$ cat config.mk
export PLATFORM = sky130hd
export DESIGN_NAME = time_slice_context_scheduler
export DESIGN_NICKNAME = d
export VERILOG_FILES = /design/src/tscs_pkg.sv /design/src/tscs_csr.sv /design/src/tscs_ctrl.sv /design/src/tscs_dp.sv /design/src/time_slice_context_scheduler.sv
export SDC_FILE = /design/constraint.sdc
export NUM_CORES = 2
export LEC_CHECK = 0
export ABC_AREA = 0
export BUFFER_PORTS_ARGS = -buffer_cell sky130_fd_sc_hd__buf_2
export CAP_MARGIN = 20
export CORE_MARGIN = 3
export CORE_UTILIZATION = 50
export CTS_CLUSTER_DIAMETER = 50
export DETAILED_ROUTE_END_ITERATION = 8
export PLACE_DENSITY = 0.66
export SLEW_MARGIN = 10
export SYNTH_ARGS = -nofsm -noshare
export SYNTH_HDL_FRONTEND = slang
export SYNTH_SLANG_ARGS = --single-unit
$ cat constraint.sdc
create_clock -name clock -period 14.5 [get_ports clock]
set_clock_uncertainty 0.15 [all_clocks]
set_input_delay 2.9 -clock clock [delete_from_list [all_inputs] [get_ports clock]]
set_output_delay 2.9 -clock clock [all_outputs]
set_load 0.05 [all_outputs]
$ cat src/tscs_pkg.sv
// Package: shared types, constants and codes of the time-slice context scheduler.
`default_nettype none
package tscs_pkg;

   localparam int MAX_SLOTS = 8;
   localparam int SLOT_W    = $clog2(MAX_SLOTS);
   localparam int LEN_W     = SLOT_W + 1;
   localparam int TIME_W    = 32;
   localparam int REQ_DW    = 40;
   localparam int RSP_DW    = 16;
   localparam int CSR_AW    = 4;

   localparam logic [19:0]    MAX_PERIOD_RST = 20'd1000;
   localparam logic [7:0]     MIN_RUN_RST    = 8'd10;
   localparam logic [3:0]     SLOT_LIMIT_RST = 4'd8;
   localparam logic [LEN_W-1:0] MAX_LEN      = LEN_W'(MAX_SLOTS);

   typedef enum logic [1:0] {
      PH_IDLE   = 2'd0,
      PH_COMMIT = 2'd1,
      PH_HW     = 2'd2,
      PH_RSVD   = 2'd3
   } phase_type;

   typedef enum logic [2:0] {
      ACT_TICK    = 3'd0,
      ACT_COMMIT  = 3'd1,
      ACT_ENABLE  = 3'd2,
      ACT_DISABLE = 3'd3,
      ACT_SRESET  = 3'd4,
      ACT_ATTACH  = 3'd5,
      ACT_DETACH  = 3'd6,
      ACT_NOP     = 3'd7
   } action_type;

   typedef enum logic [2:0] {
      STOP_NONE   = 3'd0,
      STOP_FINISH = 3'd1,
      STOP_ABORT  = 3'd2,
      STOP_PAUSE  = 3'd3,
      STOP_RESET  = 3'd4
   } stop_type;

   typedef enum logic [1:0] {
      ERR_OK     = 2'd0,
      ERR_ATTACH = 2'd1,
      ERR_DETACH = 2'd2
   } err_type;

   typedef enum logic [1:0] {
      POL_RR         = 2'd0,
      POL_FAIR_ABORT = 2'd1,
      POL_FAIR_PAUSE = 2'd2,
      POL_RSVD       = 2'd3
   } policy_type;

   typedef enum logic [1:0] {
      REG_POLICY     = 2'd0,
      REG_MAX_PERIOD = 2'd1,
      REG_MIN_RUN    = 2'd2,
      REG_SLOT_LIMIT = 2'd3
   } reg_type;

   typedef enum logic [3:0] {
      ST_IDLE,
      ST_EXEC,
      ST_DECIDE,
      ST_RETIRE,
      ST_FIND,
      ST_PLACE,
      ST_APPEND,
      ST_SCAN,
      ST_DONE
   } state_type;

   typedef enum logic [4:0] {
      OP_NONE,
      OP_LOAD,
      OP_DUR,
      OP_CHARGE,
      OP_RETIRE,
      OP_STILL,
      OP_NEXT,
      OP_REMOVE,
      OP_INSERT,
      OP_APPEND,
      OP_RUN,
      OP_ATTACH,
      OP_DETACH,
      OP_ERR,
      OP_COMMIT,
      OP_ENABLE,
      OP_DISABLE,
      OP_SRESET,
      OP_FINISH
   } op_type;

   typedef enum logic [1:0] {
      RD_S,
      RD_TGT,
      RD_LIST
   } rd_sel_type;

   typedef struct packed {
      op_type     op;
      rd_sel_type rd_sel;
      stop_type   kind;
      err_type    err;
   } cmd_type;

   typedef struct packed {
      action_type action;
      logic       hw_idle;
      policy_type policy;
      logic       cur_present;
      logic       attached;
      logic       enabled;
      phase_type  phase;
      logic       idx_end;
      logic       hit_tgt;
      logic       hit_gt;
      logic       dur_lt_min;
      logic       dur_le_max;
      logic       full;
      logic       out_busy;
   } status_type;

   typedef struct packed {
      policy_type  policy;
      logic [19:0] max_period;
      logic [7:0]  min_run;
      logic [3:0]  slot_limit;
   } cfg_type;

endpackage
`default_nettype wire

$ cat src/tscs_csr.sv
// Configuration register file on the APB-style port.
`default_nettype none
module tscs_csr (
   input  wire logic                         clock,
   input  wire logic                         reset,
   input  wire logic                         csr_psel,
   input  wire logic                         csr_penable,
   input  wire logic                         csr_pwrite,
   input  wire logic [tscs_pkg::CSR_AW-1:0]  csr_paddr,
   input  wire logic [31:0]                  csr_pwdata,
   output logic      [31:0]                  csr_prdata,
   output logic                              csr_pready,
   output tscs_pkg::cfg_type                 cfg
);

   tscs_pkg::cfg_type cfg_ff, cfg_in;
   tscs_pkg::reg_type idx;
   logic              wr;

   assign idx        = tscs_pkg::reg_type'(csr_paddr[3:2]);
   assign csr_pready = 1'b1;
   assign wr         = csr_psel & csr_penable & csr_pwrite & csr_pready;
   assign cfg        = cfg_ff;

   always_comb begin
      cfg_in = cfg_ff;
      if (wr) begin
         unique case (idx)
            tscs_pkg::REG_POLICY:     cfg_in.policy     = tscs_pkg::policy_type'(csr_pwdata[1:0]);
            tscs_pkg::REG_MAX_PERIOD: cfg_in.max_period = csr_pwdata[19:0];
            tscs_pkg::REG_MIN_RUN:    cfg_in.min_run    = csr_pwdata[7:0];
            tscs_pkg::REG_SLOT_LIMIT: cfg_in.slot_limit = csr_pwdata[3:0];
         endcase
      end
   end

   always_comb begin
      unique case (idx)
         tscs_pkg::REG_POLICY:     csr_prdata = {30'd0, cfg_ff.policy};
         tscs_pkg::REG_MAX_PERIOD: csr_prdata = {12'd0, cfg_ff.max_period};
         tscs_pkg::REG_MIN_RUN:    csr_prdata = {24'd0, cfg_ff.min_run};
         tscs_pkg::REG_SLOT_LIMIT: csr_prdata = {28'd0, cfg_ff.slot_limit};
      endcase
   end

   always_ff @(posedge clock) begin
      if (reset) begin
         cfg_ff.policy     <= tscs_pkg::POL_RR;
         cfg_ff.max_period <= tscs_pkg::MAX_PERIOD_RST;
         cfg_ff.min_run    <= tscs_pkg::MIN_RUN_RST;
         cfg_ff.slot_limit <= tscs_pkg::SLOT_LIMIT_RST;
      end else begin
         cfg_ff <= cfg_in;
      end
   end

endmodule
`default_nettype wire

$ cat src/tscs_ctrl.sv
// Controller state machine: sequences one beat through the datapath.
`default_nettype none
module tscs_ctrl (
   input  wire logic                  clock,
   input  wire logic                  reset,
   input  wire logic                  req_tvalid,
   output logic                       req_tready,
   input  wire tscs_pkg::status_type  status,
   output tscs_pkg::cmd_type          cmd
);

   tscs_pkg::state_type state_ff, state_in;
   logic                fair;
   tscs_pkg::stop_type  kind;

   assign fair = (status.policy == tscs_pkg::POL_FAIR_ABORT) ||
                 (status.policy == tscs_pkg::POL_FAIR_PAUSE);

   always_comb begin
      if (fair && !status.hw_idle)
         kind = (status.policy == tscs_pkg::POL_FAIR_ABORT) ? tscs_pkg::STOP_ABORT
                                                            : tscs_pkg::STOP_PAUSE;
      else
         kind = tscs_pkg::STOP_FINISH;
   end

   always_ff @(posedge clock) begin
      if (reset) begin
         state_ff <= tscs_pkg::ST_IDLE;
      end else begin
         state_ff <= state_in;
      end
   end

   always_comb begin
      state_in   = state_ff;
      req_tready = 1'b0;
      cmd.op     = tscs_pkg::OP_NONE;
      cmd.rd_sel = tscs_pkg::RD_TGT;
      cmd.kind   = tscs_pkg::STOP_FINISH;
      cmd.err    = tscs_pkg::ERR_OK;
      unique case (state_ff)
         tscs_pkg::ST_IDLE: begin
            req_tready = 1'b1;
            if (req_tvalid) begin
               cmd.op   = tscs_pkg::OP_LOAD;
               state_in = tscs_pkg::ST_EXEC;
            end
         end
         tscs_pkg::ST_EXEC: begin
            state_in = tscs_pkg::ST_DONE;
            unique case (status.action)
               tscs_pkg::ACT_TICK: begin
                  if (!status.cur_present) begin
                     state_in = tscs_pkg::ST_SCAN;
                  end else if (!status.enabled || status.phase != tscs_pkg::PH_HW) begin
                     cmd.op   = tscs_pkg::OP_RETIRE;
                     cmd.kind = tscs_pkg::STOP_FINISH;
                     state_in = tscs_pkg::ST_SCAN;
                  end else begin
                     cmd.op   = tscs_pkg::OP_DUR;
                     state_in = tscs_pkg::ST_DECIDE;
                  end
               end
               tscs_pkg::ACT_ATTACH: begin
                  if (status.attached || status.full) begin
                     cmd.op  = tscs_pkg::OP_ERR;
                     cmd.err = tscs_pkg::ERR_ATTACH;
                  end else begin
                     cmd.op = tscs_pkg::OP_ATTACH;
                  end
               end
               tscs_pkg::ACT_DETACH: begin
                  if (!status.attached) begin
                     cmd.op  = tscs_pkg::OP_ERR;
                     cmd.err = tscs_pkg::ERR_DETACH;
                  end else begin
                     cmd.op   = tscs_pkg::OP_DETACH;
                     state_in = tscs_pkg::ST_FIND;
                  end
               end
               tscs_pkg::ACT_COMMIT:  if (status.attached) cmd.op = tscs_pkg::OP_COMMIT;
               tscs_pkg::ACT_ENABLE:  if (status.attached) cmd.op = tscs_pkg::OP_ENABLE;
               tscs_pkg::ACT_DISABLE: if (status.attached) cmd.op = tscs_pkg::OP_DISABLE;
               tscs_pkg::ACT_SRESET:  if (status.attached) cmd.op = tscs_pkg::OP_SRESET;
               tscs_pkg::ACT_NOP:     cmd.op = tscs_pkg::OP_NONE;
            endcase
         end
         tscs_pkg::ST_DECIDE: begin
            if ((!fair && !status.hw_idle) || status.dur_lt_min ||
                (fair && !status.hw_idle && status.dur_le_max)) begin
               cmd.op   = tscs_pkg::OP_STILL;
               state_in = tscs_pkg::ST_DONE;
            end else begin
               cmd.op   = tscs_pkg::OP_CHARGE;
               state_in = tscs_pkg::ST_RETIRE;
            end
         end
         tscs_pkg::ST_RETIRE: begin
            cmd.op   = tscs_pkg::OP_RETIRE;
            cmd.kind = kind;
            state_in = tscs_pkg::ST_FIND;
         end
         tscs_pkg::ST_FIND: begin
            cmd.rd_sel = tscs_pkg::RD_LIST;
            if (status.idx_end || status.hit_tgt) begin
               if (status.hit_tgt) cmd.op = tscs_pkg::OP_REMOVE;
               if (status.action != tscs_pkg::ACT_TICK)
                  state_in = tscs_pkg::ST_DONE;
               else if (fair)
                  state_in = tscs_pkg::ST_PLACE;
               else
                  state_in = tscs_pkg::ST_APPEND;
            end else begin
               cmd.op = tscs_pkg::OP_NEXT;
            end
         end
         tscs_pkg::ST_PLACE: begin
            cmd.rd_sel = tscs_pkg::RD_LIST;
            if (status.idx_end || status.hit_gt) begin
               cmd.op   = tscs_pkg::OP_INSERT;
               state_in = tscs_pkg::ST_SCAN;
            end else begin
               cmd.op = tscs_pkg::OP_NEXT;
            end
         end
         tscs_pkg::ST_APPEND: begin
            cmd.op   = tscs_pkg::OP_APPEND;
            state_in = tscs_pkg::ST_SCAN;
         end
         tscs_pkg::ST_SCAN: begin
            cmd.rd_sel = tscs_pkg::RD_LIST;
            if (status.idx_end) begin
               state_in = tscs_pkg::ST_DONE;
            end else if (status.phase == tscs_pkg::PH_COMMIT) begin
               cmd.op   = tscs_pkg::OP_RUN;
               state_in = tscs_pkg::ST_DONE;
            end else begin
               cmd.op = tscs_pkg::OP_NEXT;
            end
         end
         tscs_pkg::ST_DONE: begin
            cmd.rd_sel = tscs_pkg::RD_S;
            if (!status.out_busy) begin
               cmd.op   = tscs_pkg::OP_FINISH;
               state_in = tscs_pkg::ST_IDLE;
            end
         end
         default: state_in = tscs_pkg::ST_IDLE;
      endcase
   end

endmodule
`default_nettype wire

$ cat src/tscs_dp.sv
// Datapath: slot table, order list, walk pointer and result register.
`default_nettype none
module tscs_dp (
   input  wire logic                          clock,
   input  wire logic                          reset,
   input  wire tscs_pkg::cmd_type             cmd,
   input  wire tscs_pkg::cfg_type             cfg,
   input  wire logic [tscs_pkg::REQ_DW-1:0]   req_tdata,
   input  wire logic [2:0]                    req_tuser,
   output tscs_pkg::status_type               status,
   output logic                               rsp_tvalid,
   input  wire logic                          rsp_tready,
   output logic      [tscs_pkg::RSP_DW-1:0]   rsp_tdata
);

   localparam int N  = tscs_pkg::MAX_SLOTS;
   localparam int SW = tscs_pkg::SLOT_W;
   localparam int LW = tscs_pkg::LEN_W;
   localparam int TW = tscs_pkg::TIME_W;

   // slot table
   logic                att_ff   [N], att_in   [N];
   logic                en_ff    [N], en_in    [N];
   tscs_pkg::phase_type ph_ff    [N], ph_in    [N];
   logic [TW-1:0]       start_ff [N], start_in [N];
   logic [TW-1:0]       tot_ff   [N], tot_in   [N];
   logic [SW-1:0]       list_ff  [N], list_in  [N];
   logic [LW-1:0]       len_ff, len_in;
   logic [SW-1:0]       cur_ff, cur_in;
   logic                pres_ff, pres_in;

   // item and walk
   tscs_pkg::action_type act_ff, act_in;
   logic [SW-1:0]       s_ff, s_in;
   logic [TW-1:0]       now_ff, now_in;
   logic                idle_ff, idle_in;
   logic [SW-1:0]       tgt_ff, tgt_in;
   logic [LW-1:0]       idx_ff, idx_in;
   logic [TW-1:0]       dur_ff, dur_in;
   logic [TW-1:0]       ttot_ff, ttot_in;

   // partial result
   tscs_pkg::stop_type  stop_ff, stop_in;
   logic [SW-1:0]       sslot_ff, sslot_in;
   logic                runv_ff, runv_in;
   logic [SW-1:0]       rslot_ff, rslot_in;
   logic                still_ff, still_in;
   tscs_pkg::err_type   err_ff, err_in;

   logic                ovalid_ff, ovalid_in;
   logic [tscs_pkg::RSP_DW-1:0] odata_ff, odata_in;

   logic [SW-1:0]       rd;
   logic [SW-1:0]       list_v;
   logic [SW-1:0]       pos;
   logic [TW:0]         sum;
   logic [LW-1:0]       lim;

   assign list_v = list_ff[idx_ff[SW-1:0]];
   assign pos    = idx_ff[SW-1:0];
   assign sum    = {1'b0, tot_ff[tgt_ff]} + {1'b0, dur_ff};
   assign lim    = (cfg.slot_limit > tscs_pkg::SLOT_LIMIT_RST) ? tscs_pkg::MAX_LEN
                                                               : LW'(cfg.slot_limit);

   always_comb begin
      unique case (cmd.rd_sel)
         tscs_pkg::RD_S:    rd = s_ff;
         tscs_pkg::RD_TGT:  rd = tgt_ff;
         tscs_pkg::RD_LIST: rd = list_v;
         default:           rd = tgt_ff;
      endcase
   end

   always_comb begin
      status.action      = act_ff;
      status.hw_idle     = idle_ff;
      status.policy      = cfg.policy;
      status.cur_present = pres_ff;
      status.attached    = att_ff[rd];
      status.enabled     = en_ff[rd];
      status.phase       = ph_ff[rd];
      status.idx_end     = (idx_ff >= len_ff);
      status.hit_tgt     = (list_v == tgt_ff);
      status.hit_gt      = (tot_ff[rd] > ttot_ff);
      status.dur_lt_min  = (dur_ff < {{(TW-8){1'b0}}, cfg.min_run});
      status.dur_le_max  = (dur_ff <= {{(TW-20){1'b0}}, cfg.max_period});
      status.full        = (len_ff >= lim);
      status.out_busy    = ovalid_ff & ~rsp_tready;
   end

   always_comb begin
      att_in   = att_ff;
      en_in    = en_ff;
      ph_in    = ph_ff;
      start_in = start_ff;
      tot_in   = tot_ff;
      list_in  = list_ff;
      len_in   = len_ff;
      cur_in   = cur_ff;
      pres_in  = pres_ff;
      act_in   = act_ff;
      s_in     = s_ff;
      now_in   = now_ff;
      idle_in  = idle_ff;
      tgt_in   = tgt_ff;
      idx_in   = idx_ff;
      dur_in   = dur_ff;
      ttot_in  = ttot_ff;
      stop_in  = stop_ff;
      sslot_in = sslot_ff;
      runv_in  = runv_ff;
      rslot_in = rslot_ff;
      still_in = still_ff;
      err_in   = err_ff;
      ovalid_in = ovalid_ff & ~rsp_tready;
      odata_in  = odata_ff;
      unique case (cmd.op)
         tscs_pkg::OP_NONE: ;
         tscs_pkg::OP_LOAD: begin
            act_in   = tscs_pkg::action_type'(req_tuser);
            s_in     = req_tdata[2:0];
            now_in   = req_tdata[34:3];
            idle_in  = req_tdata[35];
            tgt_in   = (tscs_pkg::action_type'(req_tuser) == tscs_pkg::ACT_TICK) ? cur_ff
                                                                                 : req_tdata[2:0];
            idx_in   = '0;
            stop_in  = tscs_pkg::STOP_NONE;
            sslot_in = '0;
            runv_in  = 1'b0;
            rslot_in = '0;
            still_in = 1'b0;
            err_in   = tscs_pkg::ERR_OK;
         end
         tscs_pkg::OP_DUR: dur_in = now_ff - start_ff[tgt_ff];
         tscs_pkg::OP_CHARGE: begin
            tot_in[tgt_ff] = sum[TW] ? {TW{1'b1}} : sum[TW-1:0];
            ttot_in        = sum[TW] ? {TW{1'b1}} : sum[TW-1:0];
         end
         tscs_pkg::OP_RETIRE: begin
            ph_in[tgt_ff]    = tscs_pkg::PH_IDLE;
            start_in[tgt_ff] = '0;
            pres_in          = 1'b0;
            stop_in          = cmd.kind;
            sslot_in         = tgt_ff;
         end
         tscs_pkg::OP_STILL: still_in = 1'b1;
         tscs_pkg::OP_NEXT:  idx_in   = idx_ff + 1'b1;
         tscs_pkg::OP_REMOVE: begin
            for (int i = 0; i < N - 1; i++)
               if (i >= int'(pos)) list_in[i] = list_ff[i+1];
            len_in = len_ff - 1'b1;
            idx_in = '0;
         end
         tscs_pkg::OP_INSERT: begin
            for (int i = 1; i < N; i++)
               if (i > int'(pos)) list_in[i] = list_ff[i-1];
            list_in[pos] = tgt_ff;
            len_in = len_ff + 1'b1;
            idx_in = '0;
         end
         tscs_pkg::OP_APPEND: begin
            list_in[len_ff[SW-1:0]] = tgt_ff;
            len_in = len_ff + 1'b1;
            idx_in = '0;
         end
         tscs_pkg::OP_RUN: begin
            start_in[list_v] = now_ff;
            ph_in[list_v]    = tscs_pkg::PH_HW;
            cur_in           = list_v;
            pres_in          = 1'b1;
            runv_in          = 1'b1;
            rslot_in         = list_v;
         end
         tscs_pkg::OP_ATTACH: begin
            att_in[tgt_ff]   = 1'b1;
            en_in[tgt_ff]    = 1'b0;
            ph_in[tgt_ff]    = tscs_pkg::PH_IDLE;
            start_in[tgt_ff] = '0;
            tot_in[tgt_ff]   = '0;
            for (int i = 1; i < N; i++) list_in[i] = list_ff[i-1];
            list_in[0] = tgt_ff;
            len_in = len_ff + 1'b1;
         end
         tscs_pkg::OP_DETACH: begin
            att_in[tgt_ff] = 1'b0;
            en_in[tgt_ff]  = 1'b0;
            ph_in[tgt_ff]  = tscs_pkg::PH_IDLE;
            if (pres_ff && cur_ff == tgt_ff) pres_in = 1'b0;
         end
         tscs_pkg::OP_ERR:     err_in = cmd.err;
         tscs_pkg::OP_COMMIT:  ph_in[tgt_ff] = tscs_pkg::PH_COMMIT;
         tscs_pkg::OP_ENABLE:  en_in[tgt_ff] = 1'b1;
         tscs_pkg::OP_DISABLE: en_in[tgt_ff] = 1'b0;
         tscs_pkg::OP_SRESET: begin
            if (ph_ff[tgt_ff] == tscs_pkg::PH_HW) begin
               pres_in  = 1'b0;
               stop_in  = tscs_pkg::STOP_RESET;
               sslot_in = tgt_ff;
            end
            ph_in[tgt_ff] = tscs_pkg::PH_IDLE;
         end
         tscs_pkg::OP_FINISH: begin
            ovalid_in = 1'b1;
            odata_in  = {pres_ff, ph_ff[s_ff], err_ff, still_ff, rslot_ff, runv_ff,
                         sslot_ff, stop_ff};
         end
         default: ;
      endcase
   end

   always_ff @(posedge clock) begin
      if (reset) begin
         for (int i = 0; i < N; i++) begin
            att_ff[i] <= 1'b0;
            en_ff[i]  <= 1'b0;
            ph_ff[i]  <= tscs_pkg::PH_IDLE;
         end
         len_ff    <= '0;
         cur_ff    <= '0;
         pres_ff   <= 1'b0;
         ovalid_ff <= 1'b0;
      end else begin
         att_ff    <= att_in;
         en_ff     <= en_in;
         ph_ff     <= ph_in;
         len_ff    <= len_in;
         cur_ff    <= cur_in;
         pres_ff   <= pres_in;
         ovalid_ff <= ovalid_in;
      end
   end

   always_ff @(posedge clock) begin
      start_ff <= start_in;
      tot_ff   <= tot_in;
      list_ff  <= list_in;
      act_ff   <= act_in;
      s_ff     <= s_in;
      now_ff   <= now_in;
      idle_ff  <= idle_in;
      tgt_ff   <= tgt_in;
      idx_ff   <= idx_in;
      dur_ff   <= dur_in;
      ttot_ff  <= ttot_in;
      stop_ff  <= stop_in;
      sslot_ff <= sslot_in;
      runv_ff  <= runv_in;
      rslot_ff <= rslot_in;
      still_ff <= still_in;
      err_ff   <= err_in;
      odata_ff <= odata_in;
   end

   assign rsp_tvalid = ovalid_ff;
   assign rsp_tdata  = odata_ff;

endmodule
`default_nettype wire

$ cat src/time_slice_context_scheduler.sv
// Top level: time-slice context scheduler for slots on one shared accelerator.
// Detach walks the order list to find the slot; a tick may walk it to find the slot,
// then place it by total (fair policies) or append it (other policies), and scan it for
// a committed slot to start; each walk covers at most 8 entries, one entry per cycle.
// Throughput: one beat at a time; the next beat is taken once the result is loaded.
// Reset: synchronous; clears slot flags, phases, list length and current slot.
// No clearing pass; registers return to policy 0, 1000, 10, 8.
`default_nettype none
module time_slice_context_scheduler (
   input  wire logic                         clock,
   input  wire logic                         reset,
   input  wire logic                         req_tvalid,
   output logic                              req_tready,
   // [2:0] slot, [34:3] now_ms, [35] hw_idle, [39:36] zero
   input  wire logic [tscs_pkg::REQ_DW-1:0]  req_tdata,
   // [2:0] action
   input  wire logic [2:0]                   req_tuser,
   output logic                              rsp_tvalid,
   input  wire logic                         rsp_tready,
   // [2:0] stop_kind, [5:3] stop_slot, [6] run_valid, [9:7] run_slot,
   // [10] still_running, [12:11] error, [14:13] slot_state, [15] current_valid
   output logic      [tscs_pkg::RSP_DW-1:0]  rsp_tdata,
   input  wire logic                         csr_psel,
   input  wire logic                         csr_penable,
   input  wire logic                         csr_pwrite,
   input  wire logic [tscs_pkg::CSR_AW-1:0]  csr_paddr,
   input  wire logic [31:0]                  csr_pwdata,
   output logic      [31:0]                  csr_prdata,
   output logic                              csr_pready
);

   tscs_pkg::cfg_type    cfg;
   tscs_pkg::cmd_type    cmd;
   tscs_pkg::status_type status;

   tscs_csr u_csr (
      .clock       (clock),
      .reset       (reset),
      .csr_psel    (csr_psel),
      .csr_penable (csr_penable),
      .csr_pwrite  (csr_pwrite),
      .csr_paddr   (csr_paddr),
      .csr_pwdata  (csr_pwdata),
      .csr_prdata  (csr_prdata),
      .csr_pready  (csr_pready),
      .cfg         (cfg)
   );

   tscs_ctrl u_ctrl (
      .clock      (clock),
      .reset      (reset),
      .req_tvalid (req_tvalid),
      .req_tready (req_tready),
      .status     (status),
      .cmd        (cmd)
   );

   tscs_dp u_dp (
      .clock      (clock),
      .reset      (reset),
      .cmd        (cmd),
      .cfg        (cfg),
      .req_tdata  (req_tdata),
      .req_tuser  (req_tuser),
      .status     (status),
      .rsp_tvalid (rsp_tvalid),
      .rsp_tready (rsp_tready),
      .rsp_tdata  (rsp_tdata)
   );

endmodule
`default_nettype wire

==> qor.yml <==
maxCapViolations: 0
n_antenna_cell: 0
drc_errors: 0
gr-total-overflow: 0
synth.top_cell.area_share_pct: 45.3
place.gp.congestion: 0.929
syn_inst: 4452
clockBufferDepth: 3
drtIter0Drc: 5032
cts_root_buffer: "clkbuf_16"
synthDistinctLibCells: 91
netlist_area_um2: 44700
drv_slew: 0
cts-resized-gates: 0
port_buffers: 105
dp_hpwl_mm: 84.3
clk_latency_ns: 0.69
power_density_nw_per_um2: 136
synth_edf_count: 675
cts.htree.levels: 3
p_sw_mw: 2.21
hold_buffers: 0
rows: 109
hold_viol: 0
grt_max_degree: 153
internal-power_mw: 4.51
peakVddDrop_mv: 0.110
worstSetupPathType: "flop to flop"
cts.sinks: 754
rsz0062_at_grt: "false"
clk_pin_slew_ns: 0.06
status: "complete, no violations"
routed_wl_mm: 148
p_clk_share_pct: 36.1
antenna_left: 0
antenna_found_initial: 0
post-cts-setup-buffers: 0
synth_area_leaders: "edfxtp_1, nand2_1, mux2i_1"
pre_cts_slack_ns: 4.58
die_y_um: 305
setup_viol: 0
cp_max_fo: 152
final_layout_size_suffix_gt1_share_pct: 10.1
start_util_pct: 50.5
grt_util_all_layers_pct: 30.6
first_global_vias: 34500
n_fill_cell: 7563
async_reset_ff_share_pct: 0
relSlewSlack_pct: 19.6
cts_inserted_buffers: 95
worstSetupStartpointType: "flop"
comb_power_share_pct: 25.4
placed_area_um2: 46200
die_x_um: 305
timing.final.crit_share_pct: 70.7
firstDrtPassIters: 8
power_mw: 6.72
hp-class: "flop to flop"
yosysTopAreaCell: "edfxtp_1"
fin_tns_setup_ns: 0
fmax_mhz: 97.5
synthToLayoutAreaGrowth_pct: 10.5
ys.flop_type: "edfxtp_1"
die_area_um2: 93100
cp-end-kind: "flop"
coreArea_um2: 88500
cp_data_arrival_time_ns: 10.49
postLayoutSetupSlackWorst_ns: 4.25
viasPerCell: 6.56
avgSynthCellArea_um2: 10.0
detail_route.wl_per_cell_um: 26.4
fin_nets: 4598
cts_tree: "yes"
stdcell_area_um2: 49400
io_pins: 137
yosys_warnings: 0
grt_first_pass_wirelength_mm: 219
p_leak_nw: 18.0
swShare_pct: 32.9
worst_slew_pin_slew_ns: 1.21
period_needed_ns: 10.25
critPathRequiredTime_ns: 14.74
pwr-share-seq_pct: 38.5
ys_seq_area_share_pct: 48.8
synth_seq_cells: 754
vias: 36800
[per-stage QoR]
stage,utilization (%),hold slack [ns],std cells
6_report,55.8,0.268,5612
5_1_grt,55.8,0.273,5612
4_1_cts,55.8,0.269,5609
3_5_place_dp,52.2,0.258,5437
3_3_place_gp,52.1,0.255,5436
2_1_floorplan,-,0.250,4463
[synth_stat cells (all sizes together), types with 40 or more instances]
master  instances
nand3         213
and2           50
ha            137
a21oi         151
mux2i         310
nor3           40
nand2         937
inv           114
a22o          269
a21o           48
edfxtp        675
clkbuf        240
dfxtp          79
nor2          147
nand2b         44
a22oi         259
buf           144
o21ai         101
nand4          53
[routing by layer]
layer | part of all wire, % | track usage (%) | wire length (um) | vias up
met5 | 0 | 0 | 0 | -
met4 | 3.8 | 11.3 | 5600 | 0
met3 | 11 | 6.00 | 16000 | 356
met2 | 45 | 47.6 | 66800 | 2318
met1 | 40 | 42.7 | 59500 | 17700
li1 | - | - | - | 16400
[area by class of cell]
class | instances | area, um^2 | share of cell area, %
flip-flops and latches | 754 | 21900 | 44.2
multi-input cells | 3209 | 21100 | 42.8
clock buffers | 113 | 2490 | 5.05
well taps | 1165 | 1460 | 2.95
repair buffers | 196 | 1320 | 2.66
clock inverters | 59 | 717 | 1.45
inverters | 116 | 435 | 0.881
[path summary, 6_finish.rpt]
check        slack (ns)  depth (start not counted)                           start                           end
min reg2reg        0.27                          0  u_dp.sslot_ff[0]$_SDFFCE_PN0P_   u_dp.rsp_tdata[3]$_DFFE_PP_
min                0.27                          0  u_dp.sslot_ff[0]$_SDFFCE_PN0P_   u_dp.rsp_tdata[3]$_DFFE_PP_
max reg2reg        4.25                         24    u_dp.idx_ff[0]$_SDFFCE_PP0P_  u_dp.start_ff[151]$_DFFE_PP_
max                4.25                         24    u_dp.idx_ff[0]$_SDFFCE_PP0P_  u_dp.start_ff[151]$_DFFE_PP_
[state kept, by name, indices dropped and copies added (netlist names), 2 cells and up, named ones only]
register and flops:
u_dp.len_ff 4, u_dp.stop_ff 3, u_dp.ph_ff 16, u_dp.ttot_ff 32, u_dp.err_ff 2, u_dp.tgt_ff 3
u_dp.rslot_ff 3, u_dp.list_ff 24, u_dp.cur_ff 3, u_dp.dur_ff 32, u_dp.now_ff 32, u_dp.act_ff 3
u_csr.cfg 34, u_dp.idx_ff 4, u_dp.sslot_ff 3, u_dp.start_ff 256, u_dp.tot_ff 256, u_ctrl.state_ff 4
u_dp.s_ff 3, u_dp.rsp_tdata 16
[critical path, stage by stage, from the launching register on]
cell	delay, ns
edfxtp_1	0.32
buf_4	0.33
nor2_1	0.21
a311oi_1	0.71
nand3_2	0.31
nand2_2	0.79
buf_4	0.63
nand3_1	0.13
nand3_1	0.11
o21ai_0	0.16
ha_1	0.38
and4_1	0.28
nand4_1	0.18
nor3_1	0.51
nand4_1	0.16
a22oi_1	0.68
a211o_1	0.54
and2_1	0.24
nand3_1	0.15
nor3_1	0.29
nand3_1	0.33
o21ai_4	0.28
buf_12	0.69
buf_4	0.87
mux2i_1	0.19
[placed cells by master, fill, tap and decap left out, drive strengths merged, types with 17 or more instances in the layout]
cell,netlist,layout
xnor2,34,34
mux2i,310,310
a22oi,259,259
a21o,48,48
xor2,17,17
edfxtp,675,675
nand3,213,213
o211ai,21,21
nor3b,18,18
nor3,40,40
o21ai,101,101
clkinv,2,35
ha,137,137
a22o,269,269
and2,50,50
o21a,22,22
a211o,17,17
clkbuf,240,113
a221o,24,24
inv,114,124
nand4,53,53
a211oi,21,21
dfxtp,79,79
and4,32,32
nand2b,44,44
nor2b,24,24
nand2,937,937
a21oi,151,151
buf,144,196
nor2,147,147
[power groups by stage]
stage | combinational, mW | sequential [mW] | clock (mW)
after floorplan | 1.19 | 2.59 | 0
after global placement | 1.63 | 2.63 | 0
after detailed placement | 1.66 | 2.63 | 0
after CTS | 1.66 | 2.58 | 2.45
after global routing | 1.83 | 2.59 | 2.54
final | 1.71 | 2.59 | 2.43
[cell families after synthesis]
family	share of synthesized area (%)
simple gates	16.5
compound gates	17.4
flops	48.8
buf+inv	4.72
mux	7.54
fa+ha+maj	3.97
xor+xnor	0.998
other cells	0.0168
No activity file was read; power rests on OpenSTA's default activity.
